<file path="src/rtl/core/cocktail_shaker_sorter_core_defines.svh">
// ----------------------------------------------------------------------------
// Assertion macros for the cocktail shaker sorter core
// Concurrent checks compiled for simulation, empty for synthesis.
// ----------------------------------------------------------------------------
`ifndef COCKTAIL_SHAKER_SORTER_CORE_DEFINES_SVH
`define COCKTAIL_SHAKER_SORTER_CORE_DEFINES_SVH

`ifndef SYNTHESIS

// same-cycle implication, checked out of reset
`define CSS_ASSERT_IMP(lbl, clk, rstn, ante, cons) \
  lbl: assert property (@(posedge clk) disable iff (!rstn) (ante) |-> (cons)) \
    else $error("assertion failed");

// next-cycle implication, checked out of reset
`define CSS_ASSERT_NXT(lbl, clk, rstn, ante, cons) \
  lbl: assert property (@(posedge clk) disable iff (!rstn) (ante) |=> (cons)) \
    else $error("assertion failed");

`else

`define CSS_ASSERT_IMP(lbl, clk, rstn, ante, cons)
`define CSS_ASSERT_NXT(lbl, clk, rstn, ante, cons)

`endif

`endif

</file>
<file path="src/rtl/core/css_pkg.sv">
// ----------------------------------------------------------------------------
// css_pkg
// Constants, control word types and the microcode program of the sorter.
// ----------------------------------------------------------------------------
package css_pkg;

  localparam int DefMaxElems  = 64;
  localparam int DefValueBits = 32;
  localparam int SwapBits     = 11;
  localparam int StepBits     = 5;

  // datapath operation of one microcode step
  typedef enum logic [3:0] {
    OP_LOAD,
    OP_INIT,
    OP_FSTART,
    OP_READ,
    OP_CMP,
    OP_WRHI,
    OP_INC,
    OP_FEND,
    OP_BSTART,
    OP_DEC,
    OP_BEND,
    OP_ESTART,
    OP_EREAD,
    OP_EOUT,
    OP_CLEAR
  } op_e;

  // jump condition: taken jumps to target, else the step counter advances
  typedef enum logic [3:0] {
    C_NEVER,
    C_ALWAYS,
    C_NOT_LOADED_LAST,
    C_SHORT,
    C_NO_RANGE,
    C_NOT_GT,
    C_FWD_MORE,
    C_NOT_SWAPPED,
    C_BWD_MORE,
    C_SWAPPED,
    C_OUT_BUSY,
    C_EMIT_MORE
  } cond_e;

  typedef struct packed {
    op_e                 op;
    cond_e               cond;
    logic [StepBits-1:0] target;
  } uword_t;

  localparam logic [StepBits-1:0] S_LOAD   = 5'd0;
  localparam logic [StepBits-1:0] S_INIT   = 5'd1;
  localparam logic [StepBits-1:0] S_FSTART = 5'd2;
  localparam logic [StepBits-1:0] S_FRD    = 5'd3;
  localparam logic [StepBits-1:0] S_FCMP   = 5'd4;
  localparam logic [StepBits-1:0] S_FWRHI  = 5'd5;
  localparam logic [StepBits-1:0] S_FNEXT  = 5'd6;
  localparam logic [StepBits-1:0] S_FEND   = 5'd7;
  localparam logic [StepBits-1:0] S_BSTART = 5'd8;
  localparam logic [StepBits-1:0] S_BRD    = 5'd9;
  localparam logic [StepBits-1:0] S_BCMP   = 5'd10;
  localparam logic [StepBits-1:0] S_BWRHI  = 5'd11;
  localparam logic [StepBits-1:0] S_BNEXT  = 5'd12;
  localparam logic [StepBits-1:0] S_BEND   = 5'd13;
  localparam logic [StepBits-1:0] S_ESTART = 5'd14;
  localparam logic [StepBits-1:0] S_ERD    = 5'd15;
  localparam logic [StepBits-1:0] S_EOUT   = 5'd16;
  localparam logic [StepBits-1:0] S_ENEXT  = 5'd17;
  localparam logic [StepBits-1:0] S_DONE   = 5'd18;

  // control store
  function automatic uword_t ucode(input logic [StepBits-1:0] step);
    uword_t w;
    case (step)
      S_LOAD:   w = '{OP_LOAD,   C_NOT_LOADED_LAST, S_LOAD};
      S_INIT:   w = '{OP_INIT,   C_SHORT,           S_ESTART};
      S_FSTART: w = '{OP_FSTART, C_NO_RANGE,        S_FEND};
      S_FRD:    w = '{OP_READ,   C_NEVER,           S_LOAD};
      S_FCMP:   w = '{OP_CMP,    C_NOT_GT,          S_FNEXT};
      S_FWRHI:  w = '{OP_WRHI,   C_NEVER,           S_LOAD};
      S_FNEXT:  w = '{OP_INC,    C_FWD_MORE,        S_FRD};
      S_FEND:   w = '{OP_FEND,   C_NOT_SWAPPED,     S_ESTART};
      S_BSTART: w = '{OP_BSTART, C_NO_RANGE,        S_BEND};
      S_BRD:    w = '{OP_READ,   C_NEVER,           S_LOAD};
      S_BCMP:   w = '{OP_CMP,    C_NOT_GT,          S_BNEXT};
      S_BWRHI:  w = '{OP_WRHI,   C_NEVER,           S_LOAD};
      S_BNEXT:  w = '{OP_DEC,    C_BWD_MORE,        S_BRD};
      S_BEND:   w = '{OP_BEND,   C_SWAPPED,         S_FSTART};
      S_ESTART: w = '{OP_ESTART, C_NEVER,           S_LOAD};
      S_ERD:    w = '{OP_EREAD,  C_NEVER,           S_LOAD};
      S_EOUT:   w = '{OP_EOUT,   C_OUT_BUSY,        S_EOUT};
      S_ENEXT:  w = '{OP_INC,    C_EMIT_MORE,       S_ERD};
      S_DONE:   w = '{OP_CLEAR,  C_ALWAYS,          S_LOAD};
      default:  w = '{OP_CLEAR,  C_ALWAYS,          S_LOAD};
    endcase
    return w;
  endfunction

endpackage

</file>
<file path="src/rtl/core/cocktail_shaker_sorter_core.sv">
// Loading takes one element per cycle; each compare reads the pair, compares it and, when it swaps,
// writes the lower slot and then the upper slot; each emit step reads an element and waits for the sink.
// The sort time is set by the single-write-port element memory that every compare-and-swap goes through.
// One list is in flight at a time: input is taken only while the sequencer is loading.
// Reset: asynchronous active low; clears the step counter, bounds, counts and output valid.
// ----------------------------------------------------------------------------
// cocktail_shaker_sorter_core
// Loads signed values, sorts them ascending with a cocktail shaker sort run by
// a microcoded sequencer over an element memory, then streams them out.
// ----------------------------------------------------------------------------
`include "cocktail_shaker_sorter_core_defines.svh"

module cocktail_shaker_sorter_core #(
  parameter int MAX_ELEMS  = css_pkg::DefMaxElems,
  parameter int VALUE_BITS = css_pkg::DefValueBits
) (
  input  logic                clk_i,
  input  logic                rst_ni,
  input  logic                s_axis_tvalid_i,
  output logic                s_axis_tready_o,
  // tdata: elem_value
  input  logic [((VALUE_BITS + 7) / 8) * 8 - 1:0] s_axis_tdata_i,
  input  logic                s_axis_tlast_i,   // elem_last
  output logic                m_axis_tvalid_o,
  input  logic                m_axis_tready_i,
  // tdata: sorted_value, swap_total
  output logic [((VALUE_BITS + css_pkg::SwapBits + 7) / 8) * 8 - 1:0] m_axis_tdata_o,
  output logic                m_axis_tlast_o    // out_last
);

  localparam int OutBits = ((VALUE_BITS + css_pkg::SwapBits + 7) / 8) * 8;
  localparam int AW      = $clog2(MAX_ELEMS);
  localparam int CW      = $clog2(MAX_ELEMS + 1);
  localparam int SB      = css_pkg::SwapBits;

  // sequencer and control registers
  logic [css_pkg::StepBits-1:0] step_q, step_d;
  logic [CW-1:0]                count_q, count_d;
  logic [AW-1:0]                low_q, low_d;
  logic [AW-1:0]                high_q, high_d;
  logic [AW-1:0]                p_q, p_d;
  logic                         swapped_q, swapped_d;
  logic [SB-1:0]                swaps_q, swaps_d;

  // output register
  logic                         out_valid_q, out_valid_d;
  logic [VALUE_BITS-1:0]        out_value_q, out_value_d;
  logic [SB-1:0]                out_swap_q, out_swap_d;
  logic                         out_last_q, out_last_d;

  // element memory
  logic [VALUE_BITS-1:0]        mem [MAX_ELEMS];
  logic                         wr_en;
  logic [AW-1:0]                wr_addr;
  logic [VALUE_BITS-1:0]        wr_data;
  logic                         rd_en;
  logic                         rd_pair;
  logic [VALUE_BITS-1:0]        rd_a_q, rd_b_q;

  css_pkg::uword_t              uw;
  logic                         cond_hit;
  logic                         in_xfer;
  logic                         out_free;
  logic                         gt;
  logic [AW-1:0]                p_nxt;
  logic [AW:0]                  p_inc_w;
  logic [CW-1:0]                p_inc_c;
  logic [CW-1:0]                count_m1;
  logic [VALUE_BITS-1:0]        in_value;

  assign uw       = css_pkg::ucode(step_q);
  assign in_value = s_axis_tdata_i[VALUE_BITS-1:0];
  assign s_axis_tready_o = (uw.op == css_pkg::OP_LOAD);
  assign in_xfer  = s_axis_tvalid_i && s_axis_tready_o;
  assign out_free = !out_valid_q || m_axis_tready_i;
  assign gt       = $signed(rd_a_q) > $signed(rd_b_q);
  assign p_inc_w  = {1'b0, p_q} + {{AW{1'b0}}, 1'b1};
  assign p_nxt    = p_inc_w[AW-1:0];
  assign p_inc_c  = CW'(p_q) + CW'(1);
  assign count_m1 = count_q - CW'(1);

  always_comb begin
    case (uw.cond)
      css_pkg::C_NEVER:           cond_hit = 1'b0;
      css_pkg::C_ALWAYS:          cond_hit = 1'b1;
      css_pkg::C_NOT_LOADED_LAST: cond_hit = !(in_xfer && s_axis_tlast_i);
      css_pkg::C_SHORT:           cond_hit = count_q < CW'(2);
      css_pkg::C_NO_RANGE:        cond_hit = low_q >= high_q;
      css_pkg::C_NOT_GT:          cond_hit = !gt;
      css_pkg::C_FWD_MORE:        cond_hit = p_inc_w < {1'b0, high_q};
      css_pkg::C_NOT_SWAPPED:     cond_hit = !swapped_q;
      css_pkg::C_BWD_MORE:        cond_hit = p_q > low_q;
      css_pkg::C_SWAPPED:         cond_hit = swapped_q;
      css_pkg::C_OUT_BUSY:        cond_hit = !out_free;
      css_pkg::C_EMIT_MORE:       cond_hit = p_inc_c < count_q;
      default:                    cond_hit = 1'b0;
    endcase
  end

  assign step_d = cond_hit ? uw.target : step_q + css_pkg::StepBits'(1);

  always_comb begin
    count_d     = count_q;
    low_d       = low_q;
    high_d      = high_q;
    p_d         = p_q;
    swapped_d   = swapped_q;
    swaps_d     = swaps_q;
    out_valid_d = out_valid_q && !m_axis_tready_i;
    out_value_d = out_value_q;
    out_swap_d  = out_swap_q;
    out_last_d  = out_last_q;
    wr_en       = 1'b0;
    wr_addr     = p_q;
    wr_data     = rd_b_q;
    rd_en       = 1'b0;
    rd_pair     = 1'b0;
    case (uw.op)
      css_pkg::OP_LOAD: begin
        // elements past a full store are dropped
        if (in_xfer && (count_q < CW'(MAX_ELEMS))) begin
          wr_en   = 1'b1;
          wr_addr = count_q[AW-1:0];
          wr_data = in_value;
          count_d = count_q + CW'(1);
        end
      end
      css_pkg::OP_INIT: begin
        low_d  = '0;
        high_d = count_m1[AW-1:0];
      end
      css_pkg::OP_FSTART: begin
        swapped_d = 1'b0;
        p_d       = low_q;
      end
      css_pkg::OP_READ: begin
        rd_en   = 1'b1;
        rd_pair = 1'b1;
      end
      css_pkg::OP_CMP: begin
        // lower slot takes the smaller value, the upper slot follows next step
        if (gt) begin
          wr_en     = 1'b1;
          wr_addr   = p_q;
          wr_data   = rd_b_q;
          swapped_d = 1'b1;
          swaps_d   = swaps_q + SB'(1);
        end
      end
      css_pkg::OP_WRHI: begin
        wr_en   = 1'b1;
        wr_addr = p_nxt;
        wr_data = rd_a_q;
      end
      css_pkg::OP_INC:    p_d = p_nxt;
      css_pkg::OP_DEC:    p_d = p_q - AW'(1);
      css_pkg::OP_FEND:   high_d = high_q - AW'(1);
      css_pkg::OP_BSTART: begin
        swapped_d = 1'b0;
        p_d       = high_q - AW'(1);
      end
      css_pkg::OP_BEND:   low_d = low_q + AW'(1);
      css_pkg::OP_ESTART: p_d = '0;
      css_pkg::OP_EREAD:  rd_en = 1'b1;
      css_pkg::OP_EOUT: begin
        if (out_free) begin
          out_valid_d = 1'b1;
          out_value_d = rd_a_q;
          out_last_d  = (p_inc_c == count_q);
          out_swap_d  = (p_inc_c == count_q) ? swaps_q : '0;
        end
      end
      css_pkg::OP_CLEAR: begin
        count_d   = '0;
        swaps_d   = '0;
        low_d     = '0;
        high_d    = '0;
        swapped_d = 1'b0;
      end
      default: ;
    endcase
  end

  always_ff @(posedge clk_i or negedge rst_ni) begin
    if (!rst_ni) begin
      step_q      <= css_pkg::S_LOAD;
      count_q     <= '0;
      low_q       <= '0;
      high_q      <= '0;
      p_q         <= '0;
      swapped_q   <= 1'b0;
      swaps_q     <= '0;
      out_valid_q <= 1'b0;
    end else begin
      step_q      <= step_d;
      count_q     <= count_d;
      low_q       <= low_d;
      high_q      <= high_d;
      p_q         <= p_d;
      swapped_q   <= swapped_d;
      swaps_q     <= swaps_d;
      out_valid_q <= out_valid_d;
    end
  end

  always_ff @(posedge clk_i) begin
    out_value_q <= out_value_d;
    out_swap_q  <= out_swap_d;
    out_last_q  <= out_last_d;
  end

  always_ff @(posedge clk_i) begin
    if (wr_en) begin
      mem[wr_addr] <= wr_data;
    end
  end

  always_ff @(posedge clk_i) begin
    if (rd_en) begin
      rd_a_q <= mem[p_q];
      if (rd_pair) begin
        rd_b_q <= mem[p_nxt];
      end
    end
  end

  assign m_axis_tvalid_o = out_valid_q;
  assign m_axis_tdata_o  = OutBits'({out_swap_q, out_value_q});
  assign m_axis_tlast_o  = out_last_q;

  `CSS_ASSERT_IMP(a_count_bound, clk_i, rst_ni, 1'b1, count_q <= CW'(MAX_ELEMS))
  `CSS_ASSERT_NXT(a_swap_second_half, clk_i, rst_ni,
                  (uw.op == css_pkg::OP_CMP) && gt, (uw.op == css_pkg::OP_WRHI))
  `CSS_ASSERT_IMP(a_pair_in_range, clk_i, rst_ni,
                  (uw.op == css_pkg::OP_READ), (p_q < high_q) && (p_q >= low_q))
  `CSS_ASSERT_IMP(a_total_on_last, clk_i, rst_ni, out_valid_q && !out_last_q, out_swap_q == '0)

endmodule

</file>
<file path="config.mk">
export PLATFORM = sky130hd
export DESIGN_NAME = cocktail_shaker_sorter_core
export DESIGN_NICKNAME = d
export VERILOG_FILES = /design/src/rtl/core/css_pkg.sv /design/src/rtl/core/cocktail_shaker_sorter_core.sv
export VERILOG_INCLUDE_DIRS = /design/src /design/src/rtl/core
export SDC_FILE = /design/constraint.sdc
export NUM_CORES = 2
export LEC_CHECK = 0
export ABC_AREA = 1
export BUFFER_PORTS_ARGS = -buffer_cell sky130_fd_sc_hd__buf_2
export CAP_MARGIN = 20
export CORE_AREA = 2 2 523 525
export DETAILED_ROUTE_END_ITERATION = 10
export DIE_AREA = 0 0 525 527
export PLACE_DENSITY_LB_ADDON = 0.3
export SETUP_SLACK_MARGIN = 0.5
export SYNTH_ARGS = -nofsm -noshare
export SYNTH_HDL_FRONTEND = slang
export SYNTH_SLANG_ARGS = --single-unit
</file>
<file path="constraint.sdc">
create_clock -name clk_i -period 5.9 [get_ports clk_i]
set_input_delay 0.59 -clock clk_i [delete_from_list [all_inputs] [get_ports clk_i]]
set_output_delay 0.59 -clock clk_i [all_outputs]
set_load 0.005 [all_outputs]
</file>
# Word-level counts from Yosys, hierarchy flattened
# Memory sizes are Yosys's and may differ from the RTL's. A register that Yosys moved wholly into a read port is not among the register bits.
# Cells that the tools add are included.
# W data, S select, Z words.
# totals
reg_bits,87
ramBits,2048
rom_bits,416
inputBits,37
output_inout_bits,51
wordCells,106
mem_count,2
# memory_table
memory,depth,width,rd,rd_ports_with_merged_regs,write_ports,line_no,text
mem,64,32,2,2,1,cocktail_shaker_sorter_core.sv:52,logic [VALUE_BITS-1:0] mem [MAX_ELEMS];
(no name shown),32,13,1,0,0,css_pkg.sv:76,case (step)
# classes
add_sub_neg,8
order_cmp,7
eq_ne,28
mux,24
reduce_logical,26
# op_table
op,count
$pmux W32 S2,1
$eq A4 B4 Y1 const B,11
$eq A4 B3 Y1 const B,8
$gt A32 B32 Y1,1
$mux W32,1
$pmux W6 S5,1
$pmux W6 S2,2
$pmux W11 S2,1
$pmux W6 S3,1
$sub A6 B1 Y6 const B,3
$eq A4 B2 Y1 const B,4
$pmux W7 S2,1
$add A11 B1 Y11 const B,1
$mux W11,1
$pmux W1 S11,1
$reduce_and A2 Y1,5
$mux W1,9
$eq A4 B1 Y1 const B,2
$reduce_bool A2 Y1,4
$add A6 B1 Y7 const B,1
$add A7 B1 Y7 const B,1
$eq A7 B7 Y1,1
$lt A7 B2 Y1 const B,1
$lt A7 B6 Y1,1
other kinds (21),30

# Logic depth before layout (Yosys ltp)
# An unclocked memory read counts as a cell.
# logic_depth
depth_word,8
ltp_mapped,19
ltp_nobuf,19

# Worst setup path before layout
# No wires, ideal clock.
# synth_timing
path_kind,flip-flop to flip-flop
start,register p_q[0]
end,"memory mem[12][0] (netlist bit), enable pin"
setup_ns,0.421
t_arrival_ns,4.051
t_required_ns,5.479
setup_slack_ns,1.427
stages_incl_launch_ff,16
n_path_buf,8
synth_period_minus_slack_ns,4.473
path_cell_list,dfrtp_1 buf_4 inv_2 buf_2 buf_2 buf_2 buf_2 ha_1 buf_2 buf_2 clkbuf_1 nand2_1 nand3_1 nor2_2 nand3_2 nor2_1
# synth_between
elab_chain_cells,2
word_cells_on_any_way,3
classes_between,1 x add/sub; 2 x mux
# synth_lines
item,line_no,text
from (decl),cocktail_shaker_sorter_core.sv:41,"logic [AW-1:0] p_q, p_d;"
from (signal assigned),cocktail_shaker_sorter_core.sv:199,p_q <= p_d;
$add A6 B1 Y7 or $mux W6 (tied branches),"cocktail_shaker_sorter_core.sv:77, cocktail_shaker_sorter_core.sv:121",
$pmux W6 S2 (*),cocktail_shaker_sorter_core.sv:118,case (uw.op)
to (decl),cocktail_shaker_sorter_core.sv:52,
# Every way passes the cells marked *; elsewhere a longest branch is shown, timed or not.

# Worst setup path in the final report
# layout_timing
start,register step_q[2] (netlist bit)
end,"memory mem[43][30] (netlist bit), enable pin"
# layout_between
elab_chain_cells,8
word_cells_on_any_way,12
classes_between,2 x eq/ne; 6 x mux; 3 x reduce/logical; 1 x memory
# layout_lines
item,line_no,text
from (decl),cocktail_shaker_sorter_core.sv:37,"logic [css_pkg::StepBits-1:0] step_q, step_d;"
from (signal assigned),cocktail_shaker_sorter_core.sv:186,step_q <= css_pkg::S_LOAD;
from (signal assigned),cocktail_shaker_sorter_core.sv:195,step_q <= step_d;
$mem_v2 Z32 W13 (*),n/a,
$logic_not A4 Y1,"cocktail_shaker_sorter_core.sv:73, cocktail_shaker_sorter_core.sv:118",
$logic_and A1 B1 Y1,cocktail_shaker_sorter_core.sv:74,assign in_xfer = s_axis_tvalid_i && s_axis_tready_o;
$logic_and A1 B1 Y1,cocktail_shaker_sorter_core.sv:121,if (in_xfer && (count_q < CW'(MAX_ELEMS))) begin
$mux W1,cocktail_shaker_sorter_core.sv:121,
$pmux W1 S3,cocktail_shaker_sorter_core.sv:118,
$mux W1,cocktail_shaker_sorter_core.sv:213,if (wr_en) begin
$mux W1 (not written as such),cocktail_shaker_sorter_core.sv:214,mem[wr_addr] <= wr_data;
# Marked as above.

==> flow_metrics.env <==
export IMPL_achievable_frequency_mhz=195
export IMPL_finalHoldViolations=0
export IMPL_crit_start="step_q[2]"
export IMPL_maxSlewHeadroom=0.121
export IMPL_crit_required_ns=6.48
export IMPL_synth_sequential_area_ratio=0.610
export IMPL_worst_hold_startpoint="s_axis_tlast_i"
export IMPL_netlist_top_cell_by_area="sky130_fd_sc_hd__edfxtp_1"
export IMPL_avgRoutedWirePerCell_um=26.7
export IMPL_rsz0062_at_grt="false"
export IMPL_first_pass_iters=7
export IMPL_clk_path_buf_depth=4
export IMPL_crit_buf_inv=4
export IMPL_ordered_list_of_cells_on_the_worst_path="inv_2, ha_1, inv_1, nand2_1, o21ai_1, o21ai_0, nor2_4, inv_1, nor2_1, nand4_1, nand2_1, nand2_1, nor2_4, buf_12"
export IMPL_grt_pass1_wl_mm=553
export IMPL_clock_tree_root_cell="sky130_fd_sc_hd__clkbuf_16"
export IMPL_number_of_antenna_violations_at_the_first_check_in_global_routing=29
export IMPL_core_region_area_sq_um=272000
export IMPL_final_min_period_over_clock_period=0.867
export IMPL_tritoncts_num_sinks=2199
export IMPL_synth_avg_cell_area_sq_um=9.83
export IMPL_first_global_vias=83100
export IMPL_dp_hpwl_mm=232
export IMPL_initialDrtViolationCount=12900
export IMPL_worstSetupEndpointType="flop"
export IMPL_worstPathArrival_ns=5.70
export IMPL_tightestPinTransition_ns=1.31
export IMPL_yosys_cell_types_count=46
export IMPL_critPathMaxStageDelay_ns=0.97
export IMPL_clock_latency_ns=0.92
export IMPL_grt_ovfl_total=0
export IMPL_cts_resized=0
export IMPL_finalClockSkew_ns=0.0441
export IMPL_rows=192
export IMPL_ys_warnings_count=0
export IMPL_globalRouteTotalUtil=0.267
export IMPL_placement_io_buffers=82
export IMPL_crit_path_top_delay_cell="sky130_fd_sc_hd__nor2_4"
export IMPL_synthesis_area_sq_um=108000
export IMPL_worst_path_dominant_cell_family="simple AND/OR/NAND/NOR gates"
export IMPL_die_width_um=525
export IMPL_io_pins=88
export IMPL_post_route_cells_drive_above_1_share=0.0748
export IMPL_detail_route_drc_violations=0
export IMPL_fin_nets=10800
export IMPL_ant_nets=0
export IMPL_floorplan_initialDensity=0.397
export IMPL_routed_wirelength_mm=386
export IMPL_worst_path_max_fanout=17
export IMPL_finalWeightedCongestion=0.952
export IMPL_setup_tns_ns=0
export IMPL_status="finished, final reports clean"
export IMPL_dr_total_vias=89500
export IMPL_crit_reg2reg_launch="step_q[2]"
export IMPL_setup_viol_count_final=0
export IMPL_start_kind="flop"
export IMPL_synth_top_area_frac=0.600
export IMPL_die_area_sq_um=277000
export IMPL_cts_hold_buf=2
export IMPL_cts_tree="done"
export IMPL_fp_dieH_um=527
export IMPL_hold_path_class="primary input to flop"
export IMPL_path_clk_slew_ns=0.06
export IMPL_area_growth_pct=11.4
export IMPL_post_synthesis_register_bit_count=2199
export IMPL_syn_inst=11000
export IMPL_yosys_top_cells_area="sky130_fd_sc_hd__edfxtp_1 (60%), sky130_fd_sc_hd__o21ai_0 (14%), sky130_fd_sc_hd__a21oi_1 (5.1%), sky130_fd_sc_hd__nor2_1 (5.0%), sky130_fd_sc_hd__clkbuf_1 (2.4%)"
export IMPL_h_tree_depth=4
export IMPL_post_drt_via_cell_ratio=6.20
export IMPL_grt_start_max_net_pins=212
export IMPL_worst_path_most_repeated_cell="sky130_fd_sc_hd__nand2_1"
export IMPL_layout_min_cycle_time_ns=5.12
export IMPL_worstSetupPathType="flop to flop"
export IMPL_final_max_slew_violation_count=0
export IMPL_cts_inserted_buffers=233
export IMPL_max_cap_viols=0
export IMPL_post_cts_buffers=0
[cells in the final DEF, fill, tap and decap left out, types with 6 or more instances in the layout]
cell	Yosys	routed
sky130_fd_sc_hd__nor2_1	1440	1372
sky130_fd_sc_hd__clkinvlp_4	0	9
sky130_fd_sc_hd__xor2_1	26	22
sky130_fd_sc_hd__nor2_4	3	71
sky130_fd_sc_hd__nor3_1	10	10
sky130_fd_sc_hd__buf_2	140	82
sky130_fd_sc_hd__edfxtp_1	2156	2156
sky130_fd_sc_hd__o221ai_1	155	154
sky130_fd_sc_hd__o22ai_1	115	114
sky130_fd_sc_hd__diode_2	0	6
sky130_fd_sc_hd__clkinv_1	1	51
sky130_fd_sc_hd__inv_1	642	637
sky130_fd_sc_hd__buf_4	9	223
sky130_fd_sc_hd__a21oi_1	1092	1092
sky130_fd_sc_hd__nand2_1	501	500
sky130_fd_sc_hd__o21ai_1	30	30
sky130_fd_sc_hd__buf_12	0	68
sky130_fd_sc_hd__o21ai_0	2972	2972
sky130_fd_sc_hd__inv_2	11	10
sky130_fd_sc_hd__nand2_2	6	6
sky130_fd_sc_hd__nand3_1	445	445
sky130_fd_sc_hd__clkbuf_1	682	44
sky130_fd_sc_hd__clkinv_2	0	39
sky130_fd_sc_hd__dfrtp_1	43	37
sky130_fd_sc_hd__o211ai_1	291	291
sky130_fd_sc_hd__clkbuf_16	0	235
sky130_fd_sc_hd__bufinv_16	0	22
sky130_fd_sc_hd__nand4_1	13	13
sky130_fd_sc_hd__ha_1	73	72
sky130_fd_sc_hd__nor2_2	6	6
[per-layer routing]
layer,vias to the layer above,global-route usage,wire length [um]
met3,940,0.0710,48100
met2,5624,0.409,170000
met5,-,0,80
met4,12,0.110,16900
met1,43700,0.357,150000
li1,39300,-,-
[through the flow]
step	hold slack, ns	setup WS, ns	instances	instance area [sq um]	utilization
6_report	0.341	0.785	14500	120000	0.442
5_1_grt	0.353	0.597	14400	120000	0.442
4_1_cts	0.303	0.852	14400	120000	0.442
3_5_place_dp	0.466	0.892	14000	113000	0.415
3_3_place_gp	0.448	0.916	14000	113000	0.415
2_1_floorplan	0.294	1.43	11000	108000	-
[state kept, by name (all words and copies together) (netlist names)]
register and flops:
step_q 5, low_q 6, out_value_q 32, high_q 6, p_q 6, rd_b_q 32
m_axis_tvalid_o 1, swapped_q 1, out_swap_q 11, mem 2048, count_q 7, rd_a_q 32
swaps_q 11, m_axis_tlast_o 1
[synth_stat cells (all sizes together)]
master and n:
o21bai 2, clkinv 1, o21a 2, a211oi 1
dfrtp 43, xnor2 3, nand2 508, and2 1
a21o 3, o211ai 291, xor2 26, inv 653
nor3 10, o221ai 155, nand4 14, conb 1
a311oi 1, a32oi 1, and3 1, nand3b 3
nand3 450, nor2 1449, ha 73, a31oi 2
clkbuf 682, nor3b 2, buf 226, edfxtp 2156
o21ai 3004, a221oi 1, nor4 2, o22ai 115
a21oi 1093
[layout make-up]
cell class,instances,area [sq um]
antenna,6,15.0
clock buffer,280,6060
clock inverter,129,1210
fill,25100,152000
inverter,654,2490
multi-input combinational,7218,36600
sequential,2199,65800
tap,3589,4490
timing repair buffer,376,3470
[kinds of logic after synthesis]
logic type / synth area share
flops: 0.610
buf+inv: 0.0564
other cells: 0.0000348
xor+xnor: 0.00236
simple gates: 0.0917
fa+ha+maj: 0.00847
compound gates: 0.231
[tightest hold or removal path: stages]
cell and delay, ns:
sky130_fd_sc_hd__buf_2 0.11, sky130_fd_sc_hd__nand4_1 0.10, sky130_fd_sc_hd__nand3b_1 0.07, sky130_fd_sc_hd__nand4_1 0.07
sky130_fd_sc_hd__nor2_1 0.11, sky130_fd_sc_hd__nand3_1 0.09, sky130_fd_sc_hd__nand2_1 0.05
[path summary, 6_finish.rpt]
check / endpoint / slack [ns] / cells past startpoint
max reg2reg: mem[43][30] / 0.78 / 14
max in group asynchronous: p_q[4] / 5.05 / 3
min reg2reg: out_value_q[1] / 0.48 / 0
min in group asynchronous: m_axis_tvalid_o / 0.36 / 3
max: mem[43][30] / 0.78 / 14
min: step_q[4] / 0.34 / 7
Power is left out: the tool's default activity adds up to more than one toggle a clock period on the data nets, which glitch-free logic cannot reach.
